$ cat src/rtl/cmta_pkg.sv
// shared constants, types and face codes for the cube map texel address unit
package cmta_pkg;

    localparam int COMPONENT_BITS = 16;
    localparam int TEXEL_BITS     = 12;
    localparam int REG_BITS       = 13;

    localparam int MAG_BITS  = COMPONENT_BITS;
    localparam int BASE_BITS = COMPONENT_BITS + 1;
    localparam int DEN_BITS  = COMPONENT_BITS + 1;
    localparam int SIZE_BITS = TEXEL_BITS + 1;
    localparam int QUO_BITS  = TEXEL_BITS + 1;
    localparam int NUM_BITS  = BASE_BITS + SIZE_BITS;

    localparam int FACE_BITS   = 3;
    localparam int S_DATA_BITS = ((3 * COMPONENT_BITS) + 7) / 8 * 8;
    localparam int M_DATA_BITS = ((FACE_BITS + 2 * TEXEL_BITS) + 7) / 8 * 8;

    localparam logic [REG_BITS-1:0] SIZE_RESET = REG_BITS'(512);

    typedef enum logic [0:0] {
        REG_FACE_WIDTH  = 1'b0,
        REG_FACE_HEIGHT = 1'b1
    } reg_index_t;

    typedef enum logic [FACE_BITS-1:0] {
        FACE_POS_X = 3'd0,
        FACE_NEG_X = 3'd1,
        FACE_POS_Y = 3'd2,
        FACE_NEG_Y = 3'd3,
        FACE_POS_Z = 3'd4,
        FACE_NEG_Z = 3'd5
    } face_t;

    typedef struct packed {
        logic [BASE_BITS-1:0] base_x;
        logic [BASE_BITS-1:0] base_y;
        logic [DEN_BITS-1:0]  den;
        face_t                face;
        logic                 zero;
    } sel_data_t;

    typedef struct packed {
        logic [DEN_BITS-1:0] rem;
        logic [QUO_BITS-1:0] rest;
        logic [QUO_BITS-1:0] quo;
    } div_lane_t;

    typedef struct packed {
        div_lane_t           lane_x;
        div_lane_t           lane_y;
        logic [DEN_BITS-1:0] den;
        face_t               face;
        logic                zero;
    } cell_data_t;

endpackage

$ cat src/rtl/cmta_face_sel.sv
// major axis pick, face code and offset face coordinates, one register stage
module cmta_face_sel (
    input  logic                              clk,
    input  logic                              rst_n,
    input  logic                              en,
    input  logic                              in_valid,
    input  logic [cmta_pkg::COMPONENT_BITS-1:0] dir_x,
    input  logic [cmta_pkg::COMPONENT_BITS-1:0] dir_y,
    input  logic [cmta_pkg::COMPONENT_BITS-1:0] dir_z,
    output logic                              out_valid,
    output cmta_pkg::sel_data_t               out_data
);
    import cmta_pkg::*;

    localparam int C = COMPONENT_BITS;

    logic [C:0]          xe, ye, ze;
    logic [C:0]          xa, ya, za;
    logic [MAG_BITS-1:0] ax, ay, az;
    logic [MAG_BITS-1:0] ma;
    logic [C:0]          sc, tc;
    logic [C+1:0]        sum_s, sum_t;
    face_t               face;
    logic                z_pos;
    logic                valid_reg;
    sel_data_t           data_reg, data_next;

    assign xe = {dir_x[C-1], dir_x};
    assign ye = {dir_y[C-1], dir_y};
    assign ze = {dir_z[C-1], dir_z};
    assign xa = dir_x[C-1] ? (~xe + 1'b1) : xe;
    assign ya = dir_y[C-1] ? (~ye + 1'b1) : ye;
    assign za = dir_z[C-1] ? (~ze + 1'b1) : ze;
    assign ax = xa[MAG_BITS-1:0];
    assign ay = ya[MAG_BITS-1:0];
    assign az = za[MAG_BITS-1:0];
    assign z_pos = !dir_z[C-1] && (dir_z != '0);

    always_comb
    begin
        priority if ((ax > ay) && (ax > az))
        begin
            ma = ax;
            tc = ye;
            if (!dir_x[C-1])
            begin
                face = FACE_POS_X;
                sc   = ze;
            end
            else
            begin
                face = FACE_NEG_X;
                sc   = ~ze + 1'b1;
            end
        end
        else if (ay > az)
        begin
            ma = ay;
            sc = xe;
            if (!dir_y[C-1])
            begin
                face = FACE_POS_Y;
                tc   = ze;
            end
            else
            begin
                face = FACE_NEG_Y;
                tc   = ~ze + 1'b1;
            end
        end
        else
        begin
            ma = az;
            tc = ye;
            if (z_pos)
            begin
                face = FACE_POS_Z;
                sc   = ~xe + 1'b1;
            end
            else
            begin
                face = FACE_NEG_Z;
                sc   = xe;
            end
        end
    end

    assign sum_s = {sc[C], sc} + {2'b00, ma};
    assign sum_t = {tc[C], tc} + {2'b00, ma};

    always_comb
    begin
        data_next.base_x = sum_s[BASE_BITS-1:0];
        data_next.base_y = sum_t[BASE_BITS-1:0];
        data_next.den    = {ma, 1'b0};
        data_next.face   = face;
        data_next.zero   = (ma == '0);
    end

    always_ff @(posedge clk or negedge rst_n)
    begin
        if (!rst_n)
        begin
            valid_reg <= 1'b0;
        end
        else if (en)
        begin
            valid_reg <= in_valid;
        end
    end

    always_ff @(posedge clk)
    begin
        if (en)
        begin
            data_reg <= data_next;
        end
    end

    assign out_valid = valid_reg;
    assign out_data  = data_reg;

endmodule

$ cat src/rtl/cmta_scale.sv
// scales both offset coordinates by the face size and seeds the divider lanes
module cmta_scale (
    input  logic                         clk,
    input  logic                         rst_n,
    input  logic                         en,
    input  logic                         in_valid,
    input  cmta_pkg::sel_data_t          in_data,
    input  logic [cmta_pkg::SIZE_BITS-1:0] size_w,
    input  logic [cmta_pkg::SIZE_BITS-1:0] size_h,
    output logic                         out_valid,
    output cmta_pkg::cell_data_t         out_data
);
    import cmta_pkg::*;

    logic [NUM_BITS-1:0] num_x, num_y;
    logic                valid_reg;
    cell_data_t          data_reg, data_next;

    assign num_x = NUM_BITS'(in_data.base_x) * NUM_BITS'(size_w);
    assign num_y = NUM_BITS'(in_data.base_y) * NUM_BITS'(size_h);

    always_comb
    begin
        data_next.lane_x.rem  = num_x[NUM_BITS-1 -: DEN_BITS];
        data_next.lane_x.rest = num_x[QUO_BITS-1:0];
        data_next.lane_x.quo  = '0;
        data_next.lane_y.rem  = num_y[NUM_BITS-1 -: DEN_BITS];
        data_next.lane_y.rest = num_y[QUO_BITS-1:0];
        data_next.lane_y.quo  = '0;
        data_next.den         = in_data.den;
        data_next.face        = in_data.face;
        data_next.zero        = in_data.zero;
    end

    always_ff @(posedge clk or negedge rst_n)
    begin
        if (!rst_n)
        begin
            valid_reg <= 1'b0;
        end
        else if (en)
        begin
            valid_reg <= in_valid;
        end
    end

    always_ff @(posedge clk)
    begin
        if (en)
        begin
            data_reg <= data_next;
        end
    end

    assign out_valid = valid_reg;
    assign out_data  = data_reg;

endmodule

$ cat src/rtl/cmta_div_cell.sv
// one restoring divide cell: one quotient bit for each of the two lanes
module cmta_div_cell (
    input  logic                 clk,
    input  logic                 rst_n,
    input  logic                 en,
    input  logic                 in_valid,
    input  cmta_pkg::cell_data_t in_data,
    output logic                 out_valid,
    output cmta_pkg::cell_data_t out_data
);
    import cmta_pkg::*;

    logic       valid_reg;
    cell_data_t data_reg, data_next;

    function automatic div_lane_t lane_step(input div_lane_t l, input logic [DEN_BITS-1:0] d);
        logic [DEN_BITS:0] t;
        div_lane_t         r;
        t = {l.rem, l.rest[QUO_BITS-1]};
        r = l;
        if (t >= {1'b0, d})
        begin
            t     = t - {1'b0, d};
            r.quo = {l.quo[QUO_BITS-2:0], 1'b1};
        end
        else
        begin
            r.quo = {l.quo[QUO_BITS-2:0], 1'b0};
        end
        r.rem  = t[DEN_BITS-1:0];
        r.rest = {l.rest[QUO_BITS-2:0], 1'b0};
        return r;
    endfunction

    always_comb
    begin
        data_next        = in_data;
        data_next.lane_x = lane_step(in_data.lane_x, in_data.den);
        data_next.lane_y = lane_step(in_data.lane_y, in_data.den);
    end

    always_ff @(posedge clk or negedge rst_n)
    begin
        if (!rst_n)
        begin
            valid_reg <= 1'b0;
        end
        else if (en)
        begin
            valid_reg <= in_valid;
        end
    end

    always_ff @(posedge clk)
    begin
        if (en)
        begin
            data_reg <= data_next;
        end
    end

    assign out_valid = valid_reg;
    assign out_data  = data_reg;

endmodule

$ cat src/rtl/cube_map_texel_address_unit.sv
// cube map texel address unit: face select, scale, divider cell chain, output register
// stages from input request to result: select, scale, 13 divide cells, output
// throughput: one request per cycle while the output is not stalled, one quotient bit per divide cell per cycle
// each stage holds its request while the next is full, bubbles fill behind a stalled result
// reset clears all stage valid flags and sets face_width and face_height to 512
module cube_map_texel_address_unit (
    input  logic                              clk,
    input  logic                              rst_n,
    input  logic                              psel,
    input  logic                              penable,
    input  logic                              pwrite,
    input  logic [2:0]                        paddr,
    input  logic [31:0]                       pwdata,
    output logic [31:0]                       prdata,
    output logic                              pready,
    input  logic                              s_axis_tvalid,
    output logic                              s_axis_tready,
    // dir_x, dir_y, dir_z
    input  logic [cmta_pkg::S_DATA_BITS-1:0]  s_axis_tdata,
    output logic                              m_axis_tvalid,
    input  logic                              m_axis_tready,
    // face, texel_x, texel_y
    output logic [cmta_pkg::M_DATA_BITS-1:0]  m_axis_tdata,
    // zero_direction
    output logic [0:0]                        m_axis_tuser
);
    import cmta_pkg::*;

    localparam int C = COMPONENT_BITS;
    localparam int T = TEXEL_BITS;

    logic [REG_BITS-1:0]  face_width_reg, face_height_reg;
    logic [SIZE_BITS-1:0] size_w, size_h;
    reg_index_t           wr_index;

    logic                 sel_valid;
    sel_data_t            sel_data;
    logic [QUO_BITS:0]    cell_valid;
    cell_data_t           cell_data [QUO_BITS+1];
    logic [QUO_BITS-1:0]  cell_en;
    logic                 en_sel, en_scale, en_out;

    logic                    m_valid_reg;
    logic [M_DATA_BITS-1:0]  m_data_reg, m_data_next;
    logic [0:0]              m_user_reg;
    logic [QUO_BITS-1:0]     tx_q, ty_q;
    logic [T-1:0]            tx, ty;
    cell_data_t              last;

    // configuration registers
    assign pready   = 1'b1;
    assign wr_index = reg_index_t'(paddr[2]);

    always_ff @(posedge clk or negedge rst_n)
    begin
        if (!rst_n)
        begin
            face_width_reg  <= SIZE_RESET;
            face_height_reg <= SIZE_RESET;
        end
        else if (psel && penable && pwrite && pready)
        begin
            unique case (wr_index)
                REG_FACE_WIDTH:  face_width_reg  <= pwdata[REG_BITS-1:0];
                REG_FACE_HEIGHT: face_height_reg <= pwdata[REG_BITS-1:0];
                default:         face_width_reg  <= face_width_reg;
            endcase
        end
    end

    always_comb
    begin
        unique case (wr_index)
            REG_FACE_WIDTH:  prdata = 32'(face_width_reg);
            REG_FACE_HEIGHT: prdata = 32'(face_height_reg);
            default:         prdata = '0;
        endcase
    end

    // sizes above the texel range saturate
    assign size_w = (32'(face_width_reg) > (32'd1 << T)) ? SIZE_BITS'(32'd1 << T)
                                                         : SIZE_BITS'(face_width_reg);
    assign size_h = (32'(face_height_reg) > (32'd1 << T)) ? SIZE_BITS'(32'd1 << T)
                                                          : SIZE_BITS'(face_height_reg);

    // stage enables, a stage loads when empty or when its successor loads
    assign en_out   = !m_valid_reg || m_axis_tready;
    assign en_scale = !cell_valid[0] || cell_en[0];
    assign en_sel   = !sel_valid || en_scale;
    assign s_axis_tready = en_sel;

    genvar k;
    generate
        for (k = 0; k < QUO_BITS; k++)
        begin : g_en
            if (k == QUO_BITS - 1)
            begin : g_last
                assign cell_en[k] = !cell_valid[k+1] || en_out;
            end
            else
            begin : g_mid
                assign cell_en[k] = !cell_valid[k+1] || cell_en[k+1];
            end
        end
    endgenerate

    cmta_face_sel u_face_sel (
        .clk       (clk),
        .rst_n     (rst_n),
        .en        (en_sel),
        .in_valid  (s_axis_tvalid),
        .dir_x     (s_axis_tdata[C-1:0]),
        .dir_y     (s_axis_tdata[2*C-1:C]),
        .dir_z     (s_axis_tdata[3*C-1:2*C]),
        .out_valid (sel_valid),
        .out_data  (sel_data)
    );

    cmta_scale u_scale (
        .clk       (clk),
        .rst_n     (rst_n),
        .en        (en_scale),
        .in_valid  (sel_valid),
        .in_data   (sel_data),
        .size_w    (size_w),
        .size_h    (size_h),
        .out_valid (cell_valid[0]),
        .out_data  (cell_data[0])
    );

    generate
        for (k = 0; k < QUO_BITS; k++)
        begin : g_cell
            cmta_div_cell u_cell (
                .clk       (clk),
                .rst_n     (rst_n),
                .en        (cell_en[k]),
                .in_valid  (cell_valid[k]),
                .in_data   (cell_data[k]),
                .out_valid (cell_valid[k+1]),
                .out_data  (cell_data[k+1])
            );
        end
    endgenerate

    // edge wrap and zero vector forcing
    assign last = cell_data[QUO_BITS];
    assign tx_q = (last.zero || (last.lane_x.quo >= size_w)) ? '0 : last.lane_x.quo;
    assign ty_q = (last.zero || (last.lane_y.quo >= size_h)) ? '0 : last.lane_y.quo;
    assign tx   = tx_q[T-1:0];
    assign ty   = ty_q[T-1:0];

    always_comb
    begin
        m_data_next = '0;
        m_data_next[FACE_BITS-1:0]                     = last.face;
        m_data_next[FACE_BITS+T-1:FACE_BITS]           = tx;
        m_data_next[FACE_BITS+2*T-1:FACE_BITS+T]       = ty;
    end

    always_ff @(posedge clk or negedge rst_n)
    begin
        if (!rst_n)
        begin
            m_valid_reg <= 1'b0;
        end
        else if (en_out)
        begin
            m_valid_reg <= cell_valid[QUO_BITS];
        end
    end

    always_ff @(posedge clk)
    begin
        if (en_out)
        begin
            m_data_reg <= m_data_next;
            m_user_reg <= last.zero;
        end
    end

    assign m_axis_tvalid = m_valid_reg;
    assign m_axis_tdata  = m_data_reg;
    assign m_axis_tuser  = m_user_reg;

`ifndef SYNTH
    // zero vector result carries the -z face and texel zero
    a_zero_result: assert property (@(posedge clk) disable iff (!rst_n)
        (m_axis_tvalid && m_axis_tuser[0]) |->
        ((m_axis_tdata[FACE_BITS-1:0] == FACE_NEG_Z) &&
         (m_axis_tdata[FACE_BITS+2*T-1:FACE_BITS] == '0)))
        else $error("zero direction result with nonzero face or texel");

    // a result never carries a face code beyond the six faces
    a_face_code: assert property (@(posedge clk) disable iff (!rst_n)
        m_axis_tvalid |-> (m_axis_tdata[FACE_BITS-1:0] <= FACE_NEG_Z))
        else $error("result face code out of range");

    // with the output register empty the whole chain must be able to take a request
    a_ready_when_drained: assert property (@(posedge clk) disable iff (!rst_n)
        !m_axis_tvalid |-> s_axis_tready)
        else $error("input stalled while output register is empty");
`endif

endmodule
$ cat config.mk
export PLATFORM = sky130hd
export DESIGN_NAME = cube_map_texel_address_unit
export DESIGN_NICKNAME = d
export VERILOG_FILES = /design/src/rtl/cmta_pkg.sv /design/src/rtl/cmta_face_sel.sv /design/src/rtl/cmta_scale.sv /design/src/rtl/cmta_div_cell.sv /design/src/rtl/cube_map_texel_address_unit.sv
export SDC_FILE = /design/constraint.sdc
export NUM_CORES = 2
export LEC_CHECK = 0
export BUFFER_PORTS_ARGS = -buffer_cell sky130_fd_sc_hd__buf_2
export CAP_MARGIN = 20
export CORE_MARGIN = 3
export CORE_UTILIZATION = 55
export DETAILED_ROUTE_END_ITERATION = 12
export PLACE_DENSITY = 0.7
export SYNTH_ARGS = -nofsm -noshare
export SYNTH_HDL_FRONTEND = slang
export SYNTH_SLANG_ARGS = --single-unit
$ cat constraint.sdc
create_clock -name clk -period 14.35 [get_ports clk]
set_input_delay 0.7175 -clock clk [delete_from_list [all_inputs] [get_ports clk]]
set_output_delay 0.7175 -clock clk [all_outputs]
set_load 0.02 [all_outputs]
**Word-level counts from Yosys, hierarchy flattened**

Cells that the tools add are included.

- Register bits after elaboration: 1,194
- Latch bits: 0
- Bits in writable memories: 0
- Memory bits (read-only): 0
- Output and inout bits: 68
- Memories: 0

- Add/subtract/negate cells: 29
- Multipliers: 2
- Divide/modulo/power cells: 0
- Order comparisons: 33
- Equal/unequal tests: 0
- Shift-type cells: 0
- Mux-type cells: 70
- Bitwise operators: 4
- Reduce and logical (&&, ||, !) cells: 43

Operator list:

| operator | number |
|---|---|
| two-way mux 17 bit | 31 |
| greater-or-equal comparator 18 x 17 -> 1 bit | 26 |
| subtractor 17 bit | 24 |
| two-way mux 16 bit | 5 |
| one-hot mux 32 bit (2 select lines) | 1 |
| multiplier 17 x 13 -> 30 bit | 2 |
| greater-than comparator 16 bit | 3 |
| adder 17 x 1 -> 17 bit, second input constant | 2 |
| adder 17 bit | 2 |
| NOT 17 bit | 2 |
| two-way mux 1 bit | 29 |
| greater-or-equal comparator 13 bit | 2 |
| greater-than comparator 13 bit, second input constant | 2 |
| two-way mux 13 bit | 2 |
| logical OR 1 bit | 18 |
| logical NOT 1 bit | 17 |
| adder 16 x 1 -> 16 bit, second input constant | 1 |
| logical NOT 16 bit | 1 |
| NOT 16 bit | 1 |
| nonzero test 16 bit | 1 |
| two-way mux 3 bit | 2 |
| logical AND 1 bit | 4 |
| AND reduction 2 bit | 2 |
| NOT 1 bit | 1 |

**Depth between registers and ports, before layout**

- Depth after elaboration: 17
- Mapped depth: 33
- Mapped depth without buffers: 30

**By module**

From an unflattened synthesis, not the netlist that was laid out.

- Cell total of the unflattened synthesis: 8,542
- Area, all modules: 98,939.9 um^2

Modules (own cells, without submodules):

| module | times used | cells an instance | area an instance (um^2) | seq. area each (um^2) |
|---|---|---|---|---|
| cmta_div_cell (g_cell[2].u_cell ...) | 8 | 428 | 5,487.8 | 3,178.0 |
| cmta_div_cell (g_cell[0].u_cell ...) | 5 | 426 | 5,481.5 | 3,178.0 |
| cmta_scale | 1 | 1,848 | 17,192.7 | 2,457.4 |
| cmta_face_sel | 1 | 813 | 6,922.9 | 1,646.6 |
| cube_map_texel_address_unit | 1 | 327 | 3,514.6 | 1,519.0 |

**Worst setup path after synthesis**

Ideal clock, no wire load.

- Path type: input to register
- Start: input m_axis_tready
- End: register u_scale.data_reg (netlist bit u_scale.out_data[0]) (enable)
- Arrival: 7.582 ns
- Data required time: 13.346 ns
- Setup slack: 5.764 ns
- Stages: 10
- Cells stage by stage: nand2b_1 > nor2_1 > inv_1 > nor2_1 > and2_1 > and3_1 > and3_1 > nand3_1 > nor2_1 > nand3_1

- Word-level cells in the longest chain between the ends: 15

RTL lines:

| item | RTL line | RTL |
|---|---|---|
| start: declaration | cube_map_texel_address_unit.sv:21 | `input logic m_axis_tready,` |
| logical OR 1 bit | cube_map_texel_address_unit.sv:87 | `assign en_out = !m_valid_reg \|\| m_axis_tready;` |
| logical OR 1 bit | cube_map_texel_address_unit.sv:98 | `assign cell_en[k] = !cell_valid[k+1] \|\| en_out;` |
| named net g_cell[12].u_cell.en | cmta_div_cell.sv:5 | `input logic en,` |
| logical OR 1 bit (10 in a row) | cube_map_texel_address_unit.sv:102 | `assign cell_en[k] = !cell_valid[k+1] \|\| cell_en[k+1];` |
| named net g_cell[2].u_cell.en | cmta_div_cell.sv:5 |  |
| logical OR 1 bit (2 in a row) | cube_map_texel_address_unit.sv:102 |  |
| logical OR 1 bit | cube_map_texel_address_unit.sv:88 | `assign en_scale = !cell_valid[0] \|\| cell_en[0];` |
| named net en_scale | cube_map_texel_address_unit.sv:41 | `logic en_sel, en_scale, en_out;` |
| end signal: assignment | cmta_scale.sv:51 | `data_reg <= data_next;` |
| end: declaration | cmta_scale.sv:17 | `cell_data_t data_reg, data_next;` |

The timed path passes the listed nets, and every way through them passes these cells.
A chain may end at the register's enable or synchronous reset.

==> results.txt <==
The total global routing track utilization came out at 25.5%. The end-of-flow core utilization came out at between 60% and 70%. The number of clock buffers inserted by TritonCTS is 131. The total half-perimeter wirelength after legalization and detailed placement is about 140 mm. The core region is roughly 0.14 mm². The measured slew at the worst slew-check pin came out at roughly 1100 ps.

The arrival time at the worst endpoint is around 8600 ps. The commonest cells after synthesis are 1,152 x edfxtp_1, 899 x inv_1, 678 x ha_1, 580 x nand2_1, 366 x nor2_1. The most area-hungry cell type in the Yosys netlist is edfxtp_1. The fraction of synthesized cell area in xor and xnor cells is roughly 4.7%. The share of the yosys chip area belonging to registers came out at 45.2%.

In the synthesized netlist the dominant register cell turns out to be edfxtp_1. The clock edge transition at the registers on the reported setup and hold paths came out at roughly 60 ps. The quantity of I/O buffers inserted on ports is approximately 110.

The total wire length is 188 mm. The die is ~380 µm wide. The path depth of the worst reg2reg path is 22. The die height came out at 385 µm. In the post-synthesis netlist, the cell with the most instances is edfxtp_1. The critical path in this run is classified as input pin to flop. The launch point of the worst hold path is s_axis_tvalid.

The final-layout setup total negative slack is 0 ps. The post-synthesis cell type count came out at between 70 and 80. The final hold violation count is 0. Counting I/O delays and the setup requirement, the final critical path takes 8110 ps. The number of buffers on the longest clock path came out at 3. Setup repair after global routing left no endpoint under its margin. Of all nets on the critical path, the largest fanout is 26.

The total of endpoints with negative setup slack in the final report is 0. After technology mapping, the gate count stands at 7,091. The buffers inserted during post-CTS setup optimization came out at 0.

The data required time of the critical path came out at about 15,000 ps. Of the post-synthesis cell area, the dominant cell type holds 43.8%. The slack of the worst reg-to-reg path is 7020 ps. On the final layout, the worst clock skew is between 20 and 25 ps. The cell depth of the worst min-delay path came out at 2. The starting density of the core came out at 55.6%. The kind of end point of the critical path is a flop. Yosys mapped a number of flops with a built-in enable equal to between 1,000 and 1,500. The die covers approximately 0.15 mm². In this run the clock root is driven by a clkbuf_16. TritonCTS built the clock tree. The run finished with clean final reports.

The number of H-tree levels came out at 4. The initial antenna violation count is 5. The weighted congestion at the end of routability-driven global placement came out at 0.939. The worst hold slack is between 100 and 150 ps. The number of gates given a new drive strength after cts came out at 0. The async set-reset flop share out of synthesis came out at approximately 3.5%. The mux share of post-synthesis cell area is 3.45%. By area, the combinational part of the netlist is dominated by adder cells. The kind of cell with the highest combined delay on the critical path is simple AND/OR/NAND/NOR gates. After detailed routing, the average wire length per cell comes to between 20 and 25 µm. The number of flip-flops under the largest register name came out at roughly 1,000. Counting flops and latches in the post-synthesis netlist gives approximately 1,200. Sorting the synthesized cells by area gives the leading types as edfxtp_1 44%, ha_1 11%, fa_1 9.0%.

The origin of the critical flop-to-flop path is face_width_reg[12]. The worst hold path terminates at u_face_sel.out_valid. The basic-gate share of the synthesized area counting and, or, nand and nor cells came out at a little under an eighth.

For this design, the CTS-stage hold fixing added 0 buffers. In this run, the number of DRC markers left after iteration 0 of detailed routing was roughly 3,500. The number of global-route vias before repair is between 50,000 and 60,000.

The number of nets in the layout is approximately 8,400. The number of rows created at floorplan is 138. For this run, the detailed router's first-pass iteration total came to 7. The filler cell count came out at between 10,000 and 15,000. The library cell appearing most often on the critical path is ha_1. The adder-cell share of the synthesized area came out at 19.8%. The CTS sink count came out at approximately 1,200. The final period utilization came out at 56.5%.

The via-per-instance ratio came out at between 5 and 6. The count of boundary I/O pins is between 150 and 200. The post-route netlist has under 10% of its cells at a drive strength greater than 1. The insertion delay of the later-clocked pin in the worst-skew pair is 770 ps. The first-pass GRT wire length came out at just under 300 mm. The relative slew slack is between 20 and 25%. The critical path launch point type is an input pin. From synthesis to final layout, the design area changed by 9.37%. Entering global routing, the biggest net connects 82 pins. In this run the critical register-to-register path is captured at u_scale.out_data[104]. The buffer and inverter count on the worst path is 4.

The min-delay analysis places its worst path in the category input pin to flop. The mean instance size in the synthesized netlist came out at around 11 µm². The number of max-cap violations is 0. Summing every instance area after synthesis gives between 0.07 and 0.08 mm². After global routing the overflow that remains totals 0. Across all layers, the routed design uses roughly 53,000 vias. Timing would allow up to around 0.12 GHz. The number of pins with negative max-slew slack in the final report came to 0.

The number of DRC violations after detailed routing came out at 0. The compound-cell area share of the yosys netlist came out at just over 10%. Once detail routing completed, the nets flagged for antenna violations numbered 0. On the critical path, the stage with the largest delay is an instance of clkinv_1. The delay of the slowest cell on the worst path came out at between 700 and 800 ps.

The number of warnings reported in the yosys synthesis log is 0.
layout make-up:
| cell class | instances | area [µm²] | area share, % |
|---|---|---|---|
| well taps | 1890 | 2360 | 2.74 |
| inverters | 900 | 3380 | 3.92 |
| clock inverters | 79 | 1060 | 1.22 |
| repair buffers | 175 | 1120 | 1.30 |
| diodes | 1 | 2.50 | 0.00290 |
| flip-flops and latches | 1194 | 35600 | 41.3 |
| multi-input cells | 4827 | 39400 | 45.6 |
| clock buffers | 156 | 3410 | 3.95 |
how the worst max path moves through the flow:
stage                                from                 endpoint  depth (start not counted)
after floorplan             m_axis_tready      u_scale.out_data[0]                         10
after global placement    s_axis_tdata[0]  u_face_sel.out_data[37]                         30
after detailed placement  s_axis_tdata[0]  u_face_sel.out_data[37]                         30
after CTS                 s_axis_tdata[0]  u_face_sel.out_data[37]                         30
after global routing      s_axis_tdata[0]  u_face_sel.out_data[37]                         30
final                     s_axis_tdata[0]  u_face_sel.out_data[37]                         30
per-layer routing:
| metal | global-route usage (%) | up-vias | part of all wire [%] |
|---|---|---|---|
| met2 | 44.2 | 1373 | 50 |
| met3 | 3.02 | 366 | 4.3 |
| met1 | 32.6 | 25683 | 41 |
| met4 | 10.2 | 6 | 4.2 |
| met5 | 0 | - | 0.018 |
| li1 | - | 25164 | - |
cell families (layout without fill, tap and decap cells):
| logic type | Yosys count | count (layout) |
|---|---|---|
| DFF | 1194 | 1194 |
| other | 2 | 26 |
| and+or+nand+nor | 1840 | 1840 |
| xor gates and xnor gates | 422 | 422 |
| muxes | 246 | 246 |
| AOI/OAI and AO/OA | 1260 | 1260 |
| buffers and inverters | 1093 | 1310 |
| adders and majority gates | 1034 | 1034 |
per-stage QoR:
stage,area [µm²],instances,worst slack (ps)
6_report,86300,9222,6240
3_3_place_gp,81800,8981,5570
3_5_place_dp,81800,8981,5530
5_1_grt,86300,9221,5700
2_1_floorplan,79000,7114,5760
4_1_cts,86200,9216,6320
layout by cell type (no fill, tap or decap), types with 43 or more instances in the layout:
cell / instances
a211oi_1: 43
a21boi_0: 48
a21o_1: 81
a21oi_1: 354
and2_1: 257
buf_2: 111
buf_4: 59
clkbuf_16: 132
edfxtp_1: 1152
fa_1: 356
ha_1: 678
inv_1: 894
mux2_2: 196
mux2i_1: 49
nand2_1: 574
nand2b_1: 72
nand3_1: 67
nand4_1: 69
nor2_1: 365
nor2b_1: 93
nor3_1: 97
o21a_1: 66
o21ai_0: 339
o31ai_1: 50
or3_1: 69
xnor2_1: 256
xor2_1: 166
Power is not shown: default switching activity piles up to over one toggle a cycle in this logic, so the estimate is an artifact.
